$ cat config.mk
export PLATFORM = sky130hd
export DESIGN_NAME = heating_curve_water_target_top
export DESIGN_NICKNAME = d
export VERILOG_FILES = /design/src/design/hcwt_pkg.sv /design/src/design/hcwt_front.sv /design/src/design/hcwt_queue.sv /design/src/design/hcwt_div.sv /design/src/design/hcwt_back.sv /design/src/design/heating_curve_water_target_top.sv
export SDC_FILE = /design/constraint.sdc
export NUM_CORES = 2
export LEC_CHECK = 0
export BUFFER_PORTS_ARGS = -buffer_cell sky130_fd_sc_hd__buf_2
export CAP_MARGIN = 20
export CELL_PAD_IN_SITES_DETAIL_PLACEMENT = 1
export CELL_PAD_IN_SITES_GLOBAL_PLACEMENT = 1
export CORE_MARGIN = 10
export CORE_UTILIZATION = 53
export CTS_BUF_LIST = sky130_fd_sc_hd__clkbuf_4 sky130_fd_sc_hd__clkbuf_8 sky130_fd_sc_hd__clkbuf_16
export CTS_CLUSTER_SIZE = 40
export DETAILED_ROUTE_END_ITERATION = 12
export GPL_TIMING_DRIVEN = 0
export PLACE_DENSITY = 0.91
export SYNTH_ARGS = -nofsm -noshare
export SYNTH_HDL_FRONTEND = slang
export SYNTH_HIERARCHICAL = 1
export SYNTH_SLANG_ARGS = --single-unit
$ cat constraint.sdc
create_clock -name clk -period 10.8 [get_ports clk]
set_clock_uncertainty 0.1 [all_clocks]
set_input_delay 1.62 -clock clk [delete_from_list [all_inputs] [get_ports clk]]
set_output_delay 1.62 -clock clk [all_outputs]
set_load 0.02 [all_outputs]
$ cat src/design/hcwt_pkg.sv
`default_nettype none

package hcwt_pkg;

  // widths
  localparam int ADC_BITS_DEF = 10;
  localparam int TGT_W        = 26;
  localparam int QUEUE_DEPTH  = 2;

  function automatic int num_width(input int adc_bits);
    return (adc_bits + 11 > 21) ? adc_bits + 11 : 21;
  endfunction

  function automatic int div_width(input int num_w);
    return (num_w > TGT_W) ? num_w : TGT_W;
  endfunction

  // func, night flag, two set values, three numerators
  function automatic int ent_width(input int num_w);
    return 2 + 2 * 8 + 3 * num_w;
  endfunction

  localparam int NUM_W_DEF = num_width(ADC_BITS_DEF);
  localparam int DIV_W_DEF = div_width(NUM_W_DEF);

  // sensor lines at x1000 scale
  localparam int OUT_GAIN   = 652;
  localparam int OUT_OFS    = 326440;
  localparam int DAY_GAIN   = 70;
  localparam int DAY_OFS    = 23579;
  localparam int NIGHT_GAIN = 38;
  localparam int NIGHT_OFS  = 1164;

  // constant divisors and their reciprocals scaled by 2^32
  localparam int CONV_DIV  = 1000;
  localparam int CURVE_DIV = 10;
  localparam int DVS_W     = 10;
  localparam longint unsigned RECIP_ONE = 64'd1 << 32;
  localparam logic [31:0] RECIP_CONV  = 32'(RECIP_ONE / CONV_DIV);
  localparam logic [31:0] RECIP_CURVE = 32'(RECIP_ONE / CURVE_DIV);

  // configuration registers
  localparam int CFG_N      = 5;
  localparam int CFG_IDX_W  = $clog2(CFG_N);
  localparam int CFG_DATA_W = 16;

  localparam logic [CFG_IDX_W-1:0] CFG_COEF  = CFG_IDX_W'(0);
  localparam logic [CFG_IDX_W-1:0] CFG_SHIFT = CFG_IDX_W'(1);
  localparam logic [CFG_IDX_W-1:0] CFG_TREF  = CFG_IDX_W'(2);
  localparam logic [CFG_IDX_W-1:0] CFG_WMIN  = CFG_IDX_W'(3);
  localparam logic [CFG_IDX_W-1:0] CFG_WMAX  = CFG_IDX_W'(4);

  localparam logic [15:0] COEF_RST  = 16'd15;
  localparam logic [15:0] SHIFT_RST = 16'd200;
  localparam logic [7:0]  TREF_RST  = 8'd20;
  localparam logic [7:0]  WMIN_RST  = 8'd20;
  localparam logic [7:0]  WMAX_RST  = 8'd80;

  typedef struct packed {
    logic [15:0] coef;
    logic [15:0] shift;
    logic [7:0]  tref;
    logic [7:0]  wmin;
    logic [7:0]  wmax;
  } cfg_t;

  typedef enum logic [0:0] {
    DIV_CONV,
    DIV_CURVE
  } div_sel_t;

  typedef enum logic [1:0] {
    SRC_HEAD,
    SRC_DAY,
    SRC_NIGHT,
    SRC_CURVE
  } div_src_t;

  typedef enum logic [3:0] {
    ST_IDLE,
    ST_CONV1,
    ST_CONV2,
    ST_CONV3,
    ST_CONV4,
    ST_CONV5,
    ST_MULT,
    ST_TDIV,
    ST_TW1,
    ST_TW2,
    ST_TDONE,
    ST_EMIT
  } back_state_t;

  typedef struct packed {
    logic     pop;
    logic     ld_set;
    div_src_t src;
    div_sel_t sel;
    logic     ld_outside;
    logic     ld_day;
    logic     ld_night;
    logic     ld_tnum;
    logic     ld_target;
    logic     ld_out;
  } back_ctl_t;

endpackage

`default_nettype wire

$ cat src/design/hcwt_front.sv
`default_nettype none

module hcwt_front
  import hcwt_pkg::*;
#(
  parameter int ADC_BITS = ADC_BITS_DEF,
  parameter int NUM_W    = NUM_W_DEF
) (
  input  wire logic                        push,
  output logic                             full,
  input  wire logic                        in_func,
  input  wire logic [ADC_BITS-1:0]         in_outside_adc,
  input  wire logic [ADC_BITS-1:0]         in_day_trim_adc,
  input  wire logic [ADC_BITS-1:0]         in_night_trim_adc,
  input  wire logic                        in_night_mode,
  input  wire logic signed [7:0]           in_set_day,
  input  wire logic signed [7:0]           in_set_night,
  input  wire logic                        q_full,
  output logic                             q_wr,
  output logic [ent_width(NUM_W)-1:0]      q_data
);

  logic [NUM_W-1:0] num_out;
  logic [NUM_W-1:0] num_day;
  logic [NUM_W-1:0] num_night;

  // item taken when the queue has room
  assign full = q_full;
  assign q_wr = push && !q_full;

  // numerators of the three sensor lines, two's complement
  assign num_out   = NUM_W'(OUT_OFS) - NUM_W'(OUT_GAIN * int'(in_outside_adc));
  assign num_day   = NUM_W'(DAY_GAIN * int'(in_day_trim_adc)) - NUM_W'(DAY_OFS);
  assign num_night = NUM_W'(NIGHT_GAIN * int'(in_night_trim_adc)) - NUM_W'(NIGHT_OFS);

  // queue entry
  assign q_data = {in_func, in_night_mode, in_set_day, in_set_night,
                   num_out, num_day, num_night};

endmodule

`default_nettype wire

$ cat src/design/hcwt_queue.sv
`default_nettype none

module hcwt_queue
  import hcwt_pkg::*;
#(
  parameter int WIDTH = ent_width(NUM_W_DEF),
  parameter int DEPTH = QUEUE_DEPTH
) (
  input  wire logic             clk,
  input  wire logic             rst_n,
  input  wire logic             wr,
  input  wire logic [WIDTH-1:0] wr_data,
  output logic                  full,
  input  wire logic             rd,
  output logic [WIDTH-1:0]      rd_data,
  output logic                  empty
);

  localparam int PTR_W = (DEPTH > 1) ? $clog2(DEPTH) : 1;

  logic [WIDTH-1:0] mem_r [DEPTH];
  logic [PTR_W-1:0] wr_ptr_r;
  logic [PTR_W-1:0] wr_ptr_nxt;
  logic [PTR_W-1:0] rd_ptr_r;
  logic [PTR_W-1:0] rd_ptr_nxt;
  logic [PTR_W:0]   count_r;
  logic [PTR_W:0]   count_nxt;
  logic             wr_en;
  logic             rd_en;

  assign full    = (count_r == (PTR_W + 1)'(DEPTH));
  assign empty   = (count_r == '0);
  assign wr_en   = wr && !full;
  assign rd_en   = rd && !empty;
  assign rd_data = mem_r[rd_ptr_r];

  // pointer and fill count
  always_comb begin
    wr_ptr_nxt = wr_ptr_r;
    rd_ptr_nxt = rd_ptr_r;
    if (wr_en) begin
      wr_ptr_nxt = (wr_ptr_r == PTR_W'(DEPTH - 1)) ? '0 : wr_ptr_r + PTR_W'(1);
    end
    if (rd_en) begin
      rd_ptr_nxt = (rd_ptr_r == PTR_W'(DEPTH - 1)) ? '0 : rd_ptr_r + PTR_W'(1);
    end
    count_nxt = count_r + (PTR_W + 1)'(wr_en) - (PTR_W + 1)'(rd_en);
  end

  always_ff @(posedge clk) begin
    if (!rst_n) begin
      wr_ptr_r <= '0;
      rd_ptr_r <= '0;
      count_r  <= '0;
    end else begin
      wr_ptr_r <= wr_ptr_nxt;
      rd_ptr_r <= rd_ptr_nxt;
      count_r  <= count_nxt;
    end
  end

  // entry storage
  always_ff @(posedge clk) begin
    if (wr_en) begin
      mem_r[wr_ptr_r] <= wr_data;
    end
  end

endmodule

`default_nettype wire

$ cat src/design/hcwt_div.sv
`default_nettype none

module hcwt_div
  import hcwt_pkg::*;
#(
  parameter int DIV_W = DIV_W_DEF
) (
  input  wire logic                    clk,
  input  wire div_sel_t                sel,
  input  wire logic signed [DIV_W-1:0] x,
  output logic signed [DIV_W-1:0]      q
);

  logic [DIV_W-1:0]       mag;
  logic [DIV_W-1:0]       m1_r;
  logic [DIV_W-1:0]       m2_r;
  logic                   neg1_r;
  logic                   neg2_r;
  div_sel_t               sel1_r;
  div_sel_t               sel2_r;
  logic [31:0]            recip;
  logic [DIV_W+31:0]      prod;
  logic [DIV_W-1:0]       q0_r;
  logic [DVS_W-1:0]       dvs;
  logic [DIV_W+DVS_W-1:0] qd;
  logic [DIV_W:0]         rem;
  logic [DIV_W-1:0]       qc;
  logic [DIV_W-1:0]       q_r;

  // stage 1: sign and magnitude, truncation toward zero works on the magnitude
  assign mag = x[DIV_W-1] ? DIV_W'(-x) : DIV_W'(x);

  always_ff @(posedge clk) begin
    m1_r   <= mag;
    neg1_r <= x[DIV_W-1];
    sel1_r <= sel;
  end

  // stage 2: reciprocal multiply, estimate is low by at most one
  assign recip = (sel1_r == DIV_CONV) ? RECIP_CONV : RECIP_CURVE;
  assign prod  = (DIV_W + 32)'(m1_r) * (DIV_W + 32)'(recip);

  always_ff @(posedge clk) begin
    q0_r   <= prod[DIV_W+31:32];
    m2_r   <= m1_r;
    neg2_r <= neg1_r;
    sel2_r <= sel1_r;
  end

  // stage 3: one remainder check, then restore the sign
  assign dvs = (sel2_r == DIV_CONV) ? DVS_W'(CONV_DIV) : DVS_W'(CURVE_DIV);
  assign qd  = (DIV_W + DVS_W)'(q0_r) * (DIV_W + DVS_W)'(dvs);
  assign rem = {1'b0, m2_r} - qd[DIV_W:0];
  assign qc  = (rem >= (DIV_W + 1)'(dvs)) ? q0_r + DIV_W'(1) : q0_r;

  always_ff @(posedge clk) begin
    q_r <= neg2_r ? DIV_W'(-qc) : qc;
  end

  assign q = q_r;

endmodule

`default_nettype wire

$ cat src/design/hcwt_back.sv
`default_nettype none

module hcwt_back
  import hcwt_pkg::*;
#(
  parameter int NUM_W = NUM_W_DEF,
  parameter int DIV_W = DIV_W_DEF
) (
  input  wire logic                        clk,
  input  wire logic                        rst_n,
  input  wire cfg_t                        cfg,
  input  wire logic                        q_empty,
  input  wire logic [ent_width(NUM_W)-1:0] q_data,
  output logic                             q_pop,
  output logic signed [DIV_W-1:0]          div_x,
  output div_sel_t                         div_sel,
  input  wire logic signed [DIV_W-1:0]     div_q,
  output logic                             empty,
  input  wire logic                        pop,
  output logic signed [7:0]                out_water_target,
  output logic signed [7:0]                out_day_desired,
  output logic signed [7:0]                out_night_desired,
  output logic signed [7:0]                out_outside_temp
);

  function automatic logic [7:0] sat8(input logic signed [31:0] v);
    if (v < -32'sd128) begin
      return 8'h80;
    end
    if (v > 32'sd127) begin
      return 8'h7f;
    end
    return v[7:0];
  endfunction

  back_state_t state_r;
  back_state_t state_nxt;
  back_ctl_t   ctl;

  // queue head fields
  logic                    h_func;
  logic                    h_night;
  logic [7:0]              h_set_day;
  logic [7:0]              h_set_night;
  logic [NUM_W-1:0]        h_num_out;
  logic [NUM_W-1:0]        h_num_day;
  logic [NUM_W-1:0]        h_num_night;

  // item under way
  logic                    cur_night_r;
  logic [NUM_W-1:0]        cur_num_day_r;
  logic [NUM_W-1:0]        cur_num_night_r;
  logic signed [7:0]       day_r;
  logic signed [TGT_W-1:0] tnum_r;

  // block state
  logic signed [7:0]       prev_day_r;
  logic signed [7:0]       prev_night_r;
  logic signed [7:0]       des_day_r;
  logic signed [7:0]       des_night_r;
  logic signed [7:0]       last_tgt_r;
  logic signed [7:0]       last_out_r;

  // result register
  logic                    out_valid_r;
  logic                    out_valid_nxt;
  logic signed [7:0]       out_tgt_r;
  logic signed [7:0]       out_day_r;
  logic signed [7:0]       out_night_r;
  logic signed [7:0]       out_out_r;
  logic                    out_free;

  // datapath
  logic signed [31:0]      q32;
  logic signed [7:0]       outside_v;
  logic signed [7:0]       day_v;
  logic signed [7:0]       night_v;
  logic signed [7:0]       desired;
  logic signed [8:0]       diff;
  logic signed [TGT_W-1:0] prod;
  logic signed [TGT_W-1:0] tnum_v;
  logic signed [7:0]       tq;
  logic signed [7:0]       wmin;
  logic signed [7:0]       wmax;
  logic signed [7:0]       tgt_v;

  assign {h_func, h_night, h_set_day, h_set_night, h_num_out, h_num_day, h_num_night} = q_data;

  assign out_free = !out_valid_r || pop;
  assign empty    = !out_valid_r;

  // next state
  always_comb begin
    state_nxt = state_r;
    unique case (state_r)
      ST_IDLE: begin
        if (!q_empty) begin
          state_nxt = h_func ? ST_EMIT : ST_CONV1;
        end
      end
      ST_CONV1: state_nxt = ST_CONV2;
      ST_CONV2: state_nxt = ST_CONV3;
      ST_CONV3: state_nxt = ST_CONV4;
      ST_CONV4: state_nxt = ST_CONV5;
      ST_CONV5: state_nxt = ST_MULT;
      ST_MULT:  state_nxt = ST_TDIV;
      ST_TDIV:  state_nxt = ST_TW1;
      ST_TW1:   state_nxt = ST_TW2;
      ST_TW2:   state_nxt = ST_TDONE;
      ST_TDONE: state_nxt = ST_EMIT;
      ST_EMIT: begin
        if (out_free) begin
          state_nxt = ST_IDLE;
        end
      end
      default: state_nxt = ST_IDLE;
    endcase
  end

  // controls; divider results are read back from the divider's output register
  always_comb begin
    ctl = '{pop: 1'b0, ld_set: 1'b0, src: SRC_HEAD, sel: DIV_CONV, ld_outside: 1'b0,
            ld_day: 1'b0, ld_night: 1'b0, ld_tnum: 1'b0, ld_target: 1'b0, ld_out: 1'b0};
    unique case (state_r)
      ST_IDLE: begin
        ctl.pop    = !q_empty;
        ctl.ld_set = !q_empty && h_func;
      end
      ST_CONV1: ctl.src = SRC_DAY;
      ST_CONV2: ctl.src = SRC_NIGHT;
      ST_CONV3: ctl.ld_outside = 1'b1;
      ST_CONV4: ctl.ld_day = 1'b1;
      ST_CONV5: ctl.ld_night = 1'b1;
      ST_MULT:  ctl.ld_tnum = 1'b1;
      ST_TDIV: begin
        ctl.src = SRC_CURVE;
        ctl.sel = DIV_CURVE;
      end
      ST_TW1, ST_TW2: begin
      end
      ST_TDONE: ctl.ld_target = 1'b1;
      ST_EMIT:  ctl.ld_out = out_free;
      default: begin
      end
    endcase
  end

  assign q_pop   = ctl.pop;
  assign div_sel = ctl.sel;

  // divider operand
  always_comb begin
    case (ctl.src)
      SRC_HEAD:  div_x = DIV_W'($signed(h_num_out));
      SRC_DAY:   div_x = DIV_W'($signed(cur_num_day_r));
      SRC_NIGHT: div_x = DIV_W'($signed(cur_num_night_r));
      SRC_CURVE: div_x = DIV_W'(tnum_r);
      default:   div_x = DIV_W'(tnum_r);
    endcase
  end

  // conversions
  assign q32       = 32'(div_q);
  assign outside_v = sat8(q32);
  assign day_v     = sat8(q32 + 32'($signed(cfg.tref)));
  assign night_v   = sat8(32'(day_r) - q32);

  // curve numerator
  assign desired = cur_night_r ? des_night_r : des_day_r;
  assign diff    = 9'(desired) - 9'(last_out_r);
  assign prod    = TGT_W'($signed({1'b0, cfg.coef})) * TGT_W'(diff);
  assign tnum_v  = prod + TGT_W'($signed({1'b0, cfg.shift}));

  // saturate, then clamp with the minimum tested first
  assign tq   = sat8(q32);
  assign wmin = $signed(cfg.wmin);
  assign wmax = $signed(cfg.wmax);
  always_comb begin
    tgt_v = tq;
    if (tq < wmin) begin
      tgt_v = wmin;
    end else if (tq > wmax) begin
      tgt_v = wmax;
    end
  end

  assign out_valid_nxt = ctl.ld_out ? 1'b1 : (pop ? 1'b0 : out_valid_r);

  // control and block state
  always_ff @(posedge clk) begin
    if (!rst_n) begin
      state_r      <= ST_IDLE;
      out_valid_r  <= 1'b0;
      prev_day_r   <= '0;
      prev_night_r <= '0;
      des_day_r    <= '0;
      des_night_r  <= '0;
      last_tgt_r   <= '0;
      last_out_r   <= '0;
    end else begin
      state_r     <= state_nxt;
      out_valid_r <= out_valid_nxt;
      if (ctl.ld_set) begin
        des_day_r   <= $signed(h_set_day);
        des_night_r <= $signed(h_set_night);
      end
      if (ctl.ld_outside) begin
        last_out_r <= outside_v;
      end
      // desired values follow the trimmers only when they move
      if (ctl.ld_night) begin
        if (day_r != prev_day_r) begin
          des_day_r  <= day_r;
          prev_day_r <= day_r;
        end
        if (night_v != prev_night_r) begin
          des_night_r  <= night_v;
          prev_night_r <= night_v;
        end
      end
      if (ctl.ld_target) begin
        last_tgt_r <= tgt_v;
      end
    end
  end

  // working payload
  always_ff @(posedge clk) begin
    if (ctl.pop) begin
      cur_night_r     <= h_night;
      cur_num_day_r   <= h_num_day;
      cur_num_night_r <= h_num_night;
    end
    if (ctl.ld_day) begin
      day_r <= day_v;
    end
    if (ctl.ld_tnum) begin
      tnum_r <= tnum_v;
    end
    if (ctl.ld_out) begin
      out_tgt_r   <= last_tgt_r;
      out_day_r   <= des_day_r;
      out_night_r <= des_night_r;
      out_out_r   <= last_out_r;
    end
  end

  assign out_water_target  = out_tgt_r;
  assign out_day_desired   = out_day_r;
  assign out_night_desired = out_night_r;
  assign out_outside_temp  = out_out_r;

endmodule

`default_nettype wire

$ cat src/design/heating_curve_water_target_top.sv
// Heating curve water target.
// Input side is a queue: drive the item fields and push; the item is taken at
// a clock edge with push high and full low. Func 0 converts the three ADC
// samples, updates the desired day/night values when a trimmer moves and
// computes a new clamped water target; func 1 loads both desired values.
// Result side is a queue too: the oldest result is on the out_ ports while
// empty is low and leaves at an edge with pop high and empty low.
// An update item walks the sequencer through the conversion, multiply,
// curve-divide and emit states; a set item goes straight to emit. The
// sequencer takes one item at a time from the queue, walking it through one
// shared 3-stage constant divider (three sensor lines, then the curve).
// A 2-entry input queue and a 1-entry result register decouple the sides:
// while pop stays low the sequencer holds its finished result, the queue
// fills and full rises.
// Configuration: cfg_we with cfg_index and cfg_data, taken in the same cycle;
// write only while the block is idle. Unknown indexes are ignored.
// Reset (rst_n low, synchronous) restores register defaults, clears the
// desired values, trimmer history and last results, and empties both queues.
`default_nettype none

module heating_curve_water_target_top
  import hcwt_pkg::*;
#(
  parameter int ADC_BITS = ADC_BITS_DEF
) (
  input  wire logic                  clk,
  input  wire logic                  rst_n,
  input  wire logic                  push,
  output logic                       full,
  input  wire logic                  in_func,
  input  wire logic [ADC_BITS-1:0]   in_outside_adc,
  input  wire logic [ADC_BITS-1:0]   in_day_trim_adc,
  input  wire logic [ADC_BITS-1:0]   in_night_trim_adc,
  input  wire logic                  in_night_mode,
  input  wire logic signed [7:0]     in_set_day,
  input  wire logic signed [7:0]     in_set_night,
  output logic                       empty,
  input  wire logic                  pop,
  output logic signed [7:0]          out_water_target,
  output logic signed [7:0]          out_day_desired,
  output logic signed [7:0]          out_night_desired,
  output logic signed [7:0]          out_outside_temp,
  input  wire logic                  cfg_we,
  input  wire logic [CFG_IDX_W-1:0]  cfg_index,
  input  wire logic [CFG_DATA_W-1:0] cfg_data
);

  localparam int NUM_W = num_width(ADC_BITS);
  localparam int DIV_W = div_width(NUM_W);
  localparam int ENT_W = ent_width(NUM_W);

  cfg_t                     cfg_r;
  cfg_t                     cfg_nxt;
  logic                     q_wr;
  logic                     q_full;
  logic [ENT_W-1:0]         q_wr_data;
  logic                     q_pop;
  logic [ENT_W-1:0]         q_rd_data;
  logic                     q_empty;
  logic signed [DIV_W-1:0]  div_x;
  div_sel_t                 div_sel;
  logic signed [DIV_W-1:0]  div_q;

  // configuration register decode
  always_comb begin
    cfg_nxt = cfg_r;
    if (cfg_we) begin
      unique case (cfg_index)
        CFG_COEF:  cfg_nxt.coef  = cfg_data;
        CFG_SHIFT: cfg_nxt.shift = cfg_data;
        CFG_TREF:  cfg_nxt.tref  = cfg_data[7:0];
        CFG_WMIN:  cfg_nxt.wmin  = cfg_data[7:0];
        CFG_WMAX:  cfg_nxt.wmax  = cfg_data[7:0];
        default: begin
        end
      endcase
    end
  end

  always_ff @(posedge clk) begin
    if (!rst_n) begin
      cfg_r <= '{coef: COEF_RST, shift: SHIFT_RST, tref: TREF_RST,
                 wmin: WMIN_RST, wmax: WMAX_RST};
    end else begin
      cfg_r <= cfg_nxt;
    end
  end

  hcwt_front #(
    .ADC_BITS (ADC_BITS),
    .NUM_W    (NUM_W)
  ) u_front (
    .push              (push),
    .full              (full),
    .in_func           (in_func),
    .in_outside_adc    (in_outside_adc),
    .in_day_trim_adc   (in_day_trim_adc),
    .in_night_trim_adc (in_night_trim_adc),
    .in_night_mode     (in_night_mode),
    .in_set_day        (in_set_day),
    .in_set_night      (in_set_night),
    .q_full            (q_full),
    .q_wr              (q_wr),
    .q_data            (q_wr_data)
  );

  hcwt_queue #(
    .WIDTH (ENT_W),
    .DEPTH (QUEUE_DEPTH)
  ) u_queue (
    .clk     (clk),
    .rst_n   (rst_n),
    .wr      (q_wr),
    .wr_data (q_wr_data),
    .full    (q_full),
    .rd      (q_pop),
    .rd_data (q_rd_data),
    .empty   (q_empty)
  );

  hcwt_div #(
    .DIV_W (DIV_W)
  ) u_div (
    .clk (clk),
    .sel (div_sel),
    .x   (div_x),
    .q   (div_q)
  );

  hcwt_back #(
    .NUM_W (NUM_W),
    .DIV_W (DIV_W)
  ) u_back (
    .clk               (clk),
    .rst_n             (rst_n),
    .cfg               (cfg_r),
    .q_empty           (q_empty),
    .q_data            (q_rd_data),
    .q_pop             (q_pop),
    .div_x             (div_x),
    .div_sel           (div_sel),
    .div_q             (div_q),
    .empty             (empty),
    .pop               (pop),
    .out_water_target  (out_water_target),
    .out_day_desired   (out_day_desired),
    .out_night_desired (out_night_desired),
    .out_outside_temp  (out_outside_temp)
  );

endmodule

`default_nettype wire
==> flow_metrics.py <==
metrics = {
    "status": {
        "status": "completed",
    },
    "die": {
        "die_width_um": 339,
        "die_y_um": 339,
        "design.portCount": 106,
        "fp.dieArea_mm2": 0.115,
        "row_count": 117,
        "start_util": 0.533,
        "design.core.area_mm2": 0.102,
    },
    "logic_synthesis": {
        "synth_cell_type_count": 105,
        "synthTopCellsByCount": "inv_1 (1012), ha_1 (734), fa_1 (605)",
        "yosys_most_used_dff": "edfxtp_1",
        "post-synth-top-area-cell": "fa_1",
        "synth.most_common_cell": "inv_1",
        "syn-instance-count": 5330,
        "async_flop_share": 0,
        "postSynthRegisterBits": 490,
        "ys_seq_area_frac": 0.231,
        "synth_edf_count": 271,
        "synth_warnings": 6,
        "netlist.area_leader.share": 0.224,
        "post_synth.cell_area_avg_um2": 10.2,
        "synth.cell_area_mm2": 0.0541,
        "synthTopCellsByArea": "fa_1 (22%), ha_1 (17%), edfxtp_1 (15%)",
    },
    "worst_setup_path": {
        "timing.critical_path.slowest_cell_delay_ns": 0.78,
        "rrSetupSlack_ns": 0.08,
        "path_delay_family": "adder cells",
        "worst-setup-path-type": "flip-flop to flip-flop",
        "critical_path_slowest_stage_cell": "xor2_1",
        "arrival_ns": 10.97,
        "startpoint_type": "flip-flop",
        "worst-r2r-cell-count": 27,
        "critical_path_cell_count": 27,
        "critPathMostFrequentCell": "fa_1",
        "largest_fanout_on_the_critical_path": 10,
        "worst_setup_path_end_kind": "flip-flop",
        "worst_ep_required_time_ns": 11.05,
        "worstPathBufferInverterCount": 4,
    },
    "timing": {
        "rsz0062_at_grt": "false",
        "timing.setup.tns_ns": 0,
        "timing_worst_slew_pin_value_ns": 1.13,
        "hold_viol": 0,
        "timing.final.crit_share": 0.992,
        "drv_slew": 0,
        "layout_min_cycle_time_ns": 10.72,
        "max_clock_freq_ghz": 0.0933,
        "number_of_setup_violations_in_the_final_report": 0,
        "slew-limit-headroom": 0.249,
    },
    "detailed_routing": {
        "via_count": 45643,
        "drcViolationCount": 0,
        "postRouteAntennaNets": 0,
        "post_drt_wl_per_cell_um": 31.5,
        "first_iter_violations": 5095,
        "drt_first_pass_iters": 8,
        "avgViaCountPerCell": 6.58,
        "drt-total-wl_mm": 218,
    },
    "cts": {
        "cts_buffer_count": 54,
        "clock_latency_ns": 0.68,
        "clock_tree_from_tritoncts": "built",
        "cts_htree_levels": 2,
        "cts-root-buf": "clkbuf_16",
        "worst_setup_hold_path_clk_slew_ns": 0.07,
        "clockBufferDepth": 3,
        "cts_sinks": 490,
    },
    "cells_and_area": {
        "nets": 6924,
        "layout-drive-gt1-share": 0.0809,
        "fillerInstances": 11129,
        "fin_area_mm2": 0.0585,
        "synthToLayoutAreaGrowth_pct": 8.21,
    },
    "global_route": {
        "initial_antenna_violation_count": 20,
        "via_count_of_the_first_global_routing_pass": 51507,
        "grt.total_usage": 0.371,
        "first_pass_grt_wire_length_mm": 327,
        "grt_overflow_total": 0,
        "grt_start_max_net_pins": 45,
    },
    "worst_hold_path": {
        "hp-class": "flip-flop to flip-flop",
        "min_delay_path_depth": 0,
    },
    "placement": {
        "gp_routability_congestion": 0.916,
        "place_area_mm2": 0.0565,
        "place.detailed.hpwl_mm": 147,
        "placement.io_buffers": 87,
    },
    "job": {
        "reported_max_cap_violation_count": 0,
    },
}
[area by class of cell]
cell class / count / area, um^2 / share of cell area
inverters: 1012 / 3800 / 0.0649
clock buffers: 68 / 1480 / 0.0253
diodes: 7 / 17.5 / 0.000299
well taps: 1368 / 1710 / 0.0292
flip-flops and latches: 490 / 12500 / 0.214
repair buffers: 103 / 593 / 0.0101
multi-input cells: 3690 / 37000 / 0.631
plain buffers: 162 / 957 / 0.0164
clock inverters: 34 / 503 / 0.00859
[placed cells by master, fill, tap and decap left out, drive strengths merged, types with 63 or more instances in the layout]
cell / instances
a21o: 85
a21oi: 179
and2: 127
buf: 175
clkbuf: 158
dfxtp: 219
edfxtp: 271
fa: 605
ha: 734
inv: 1013
mux2: 101
mux2i: 93
nand2: 315
nand2b: 104
nand3: 63
nor2: 196
nor2b: 66
nor3: 65
o21ai: 123
xnor2: 167
xor2: 93
[per-stage QoR]
stage	hold slack, ns	worst slack, ns	instances	utilization
after floorplan	0.210	2.84	5355	-
after global routing	0.222	0.0372	6928	0.576
after detailed placement	0.239	0.00852	6822	0.556
final	0.207	0.0814	6934	0.576
after global placement	0.214	0.00312	6810	0.555
after CTS	0.215	0.0177	6924	0.576
[metal layers]
layer | GRT usage | up-vias | share of wire
met5 | 0 | - | 0.00073
met2 | 0.611 | 3528 | 0.47
li1 | - | 18011 | -
met3 | 0.124 | 1625 | 0.10
met1 | 0.380 | 22455 | 0.32
met4 | 0.315 | 24 | 0.11
[final timing paths]
kind / startpoint / to
setup reg to reg: u_back/cur_night_r / u_back/tnum_r[20]
hold / removal: u_div/neg1_r / u_div/neg2_r
setup / recovery: u_back/cur_night_r / u_back/tnum_r[20]
hold reg to reg: u_div/neg1_r / u_div/neg2_r
[worst register-to-register path: cells and delay by family, from the launching register on]
family                   cells  cell delay, ns
adder cells (fa/ha/maj)      8            3.88
AO/OA/AOI/OAI                8            2.48
XOR/XNOR                     2            1.48
buffers and inverters        4            0.84
AND/OR/NAND/NOR              4            0.76
flip-flops                   1            0.68
multiplexers                 1            0.16
[kinds of logic after synthesis]
logic type / count (synthesis) / share of synthesized area
AND/OR/NAND/NOR: 1146 / 0.108
multiplexers: 194 / 0.0438
other: 4 / 0.000277
buffers and inverters: 1175 / 0.0878
AO/OA/AOI/OAI: 722 / 0.0927
adder cells (fa/ha/maj): 1339 / 0.394
XOR/XNOR: 260 / 0.0422
flip-flops: 490 / 0.231
[registers in the layout (all words and copies together), names as in the netlist, 21 cells and up, named ones only]
register and flops:
cfg_r 56, u_back/cur_num_day_r 21, u_back/cur_num_night_r 21, u_back/tnum_r 26, u_div/m1_r 26, u_div/m2_r 26
u_div/q 26, u_div/q0_r 23, u_queue/mem_r 162
[what timing repair did]
action	4_1_cts	5_1_grt
hold buffers	0	0
pin swaps	0	0
setup buffers	0	0
hold endpoints to repair	0	0
gates resized for setup	2	12
setup endpoints to repair	3	15
Power is not shown: default switching activity piles up to over one toggle a cycle in this logic, so the estimate is an artifact.
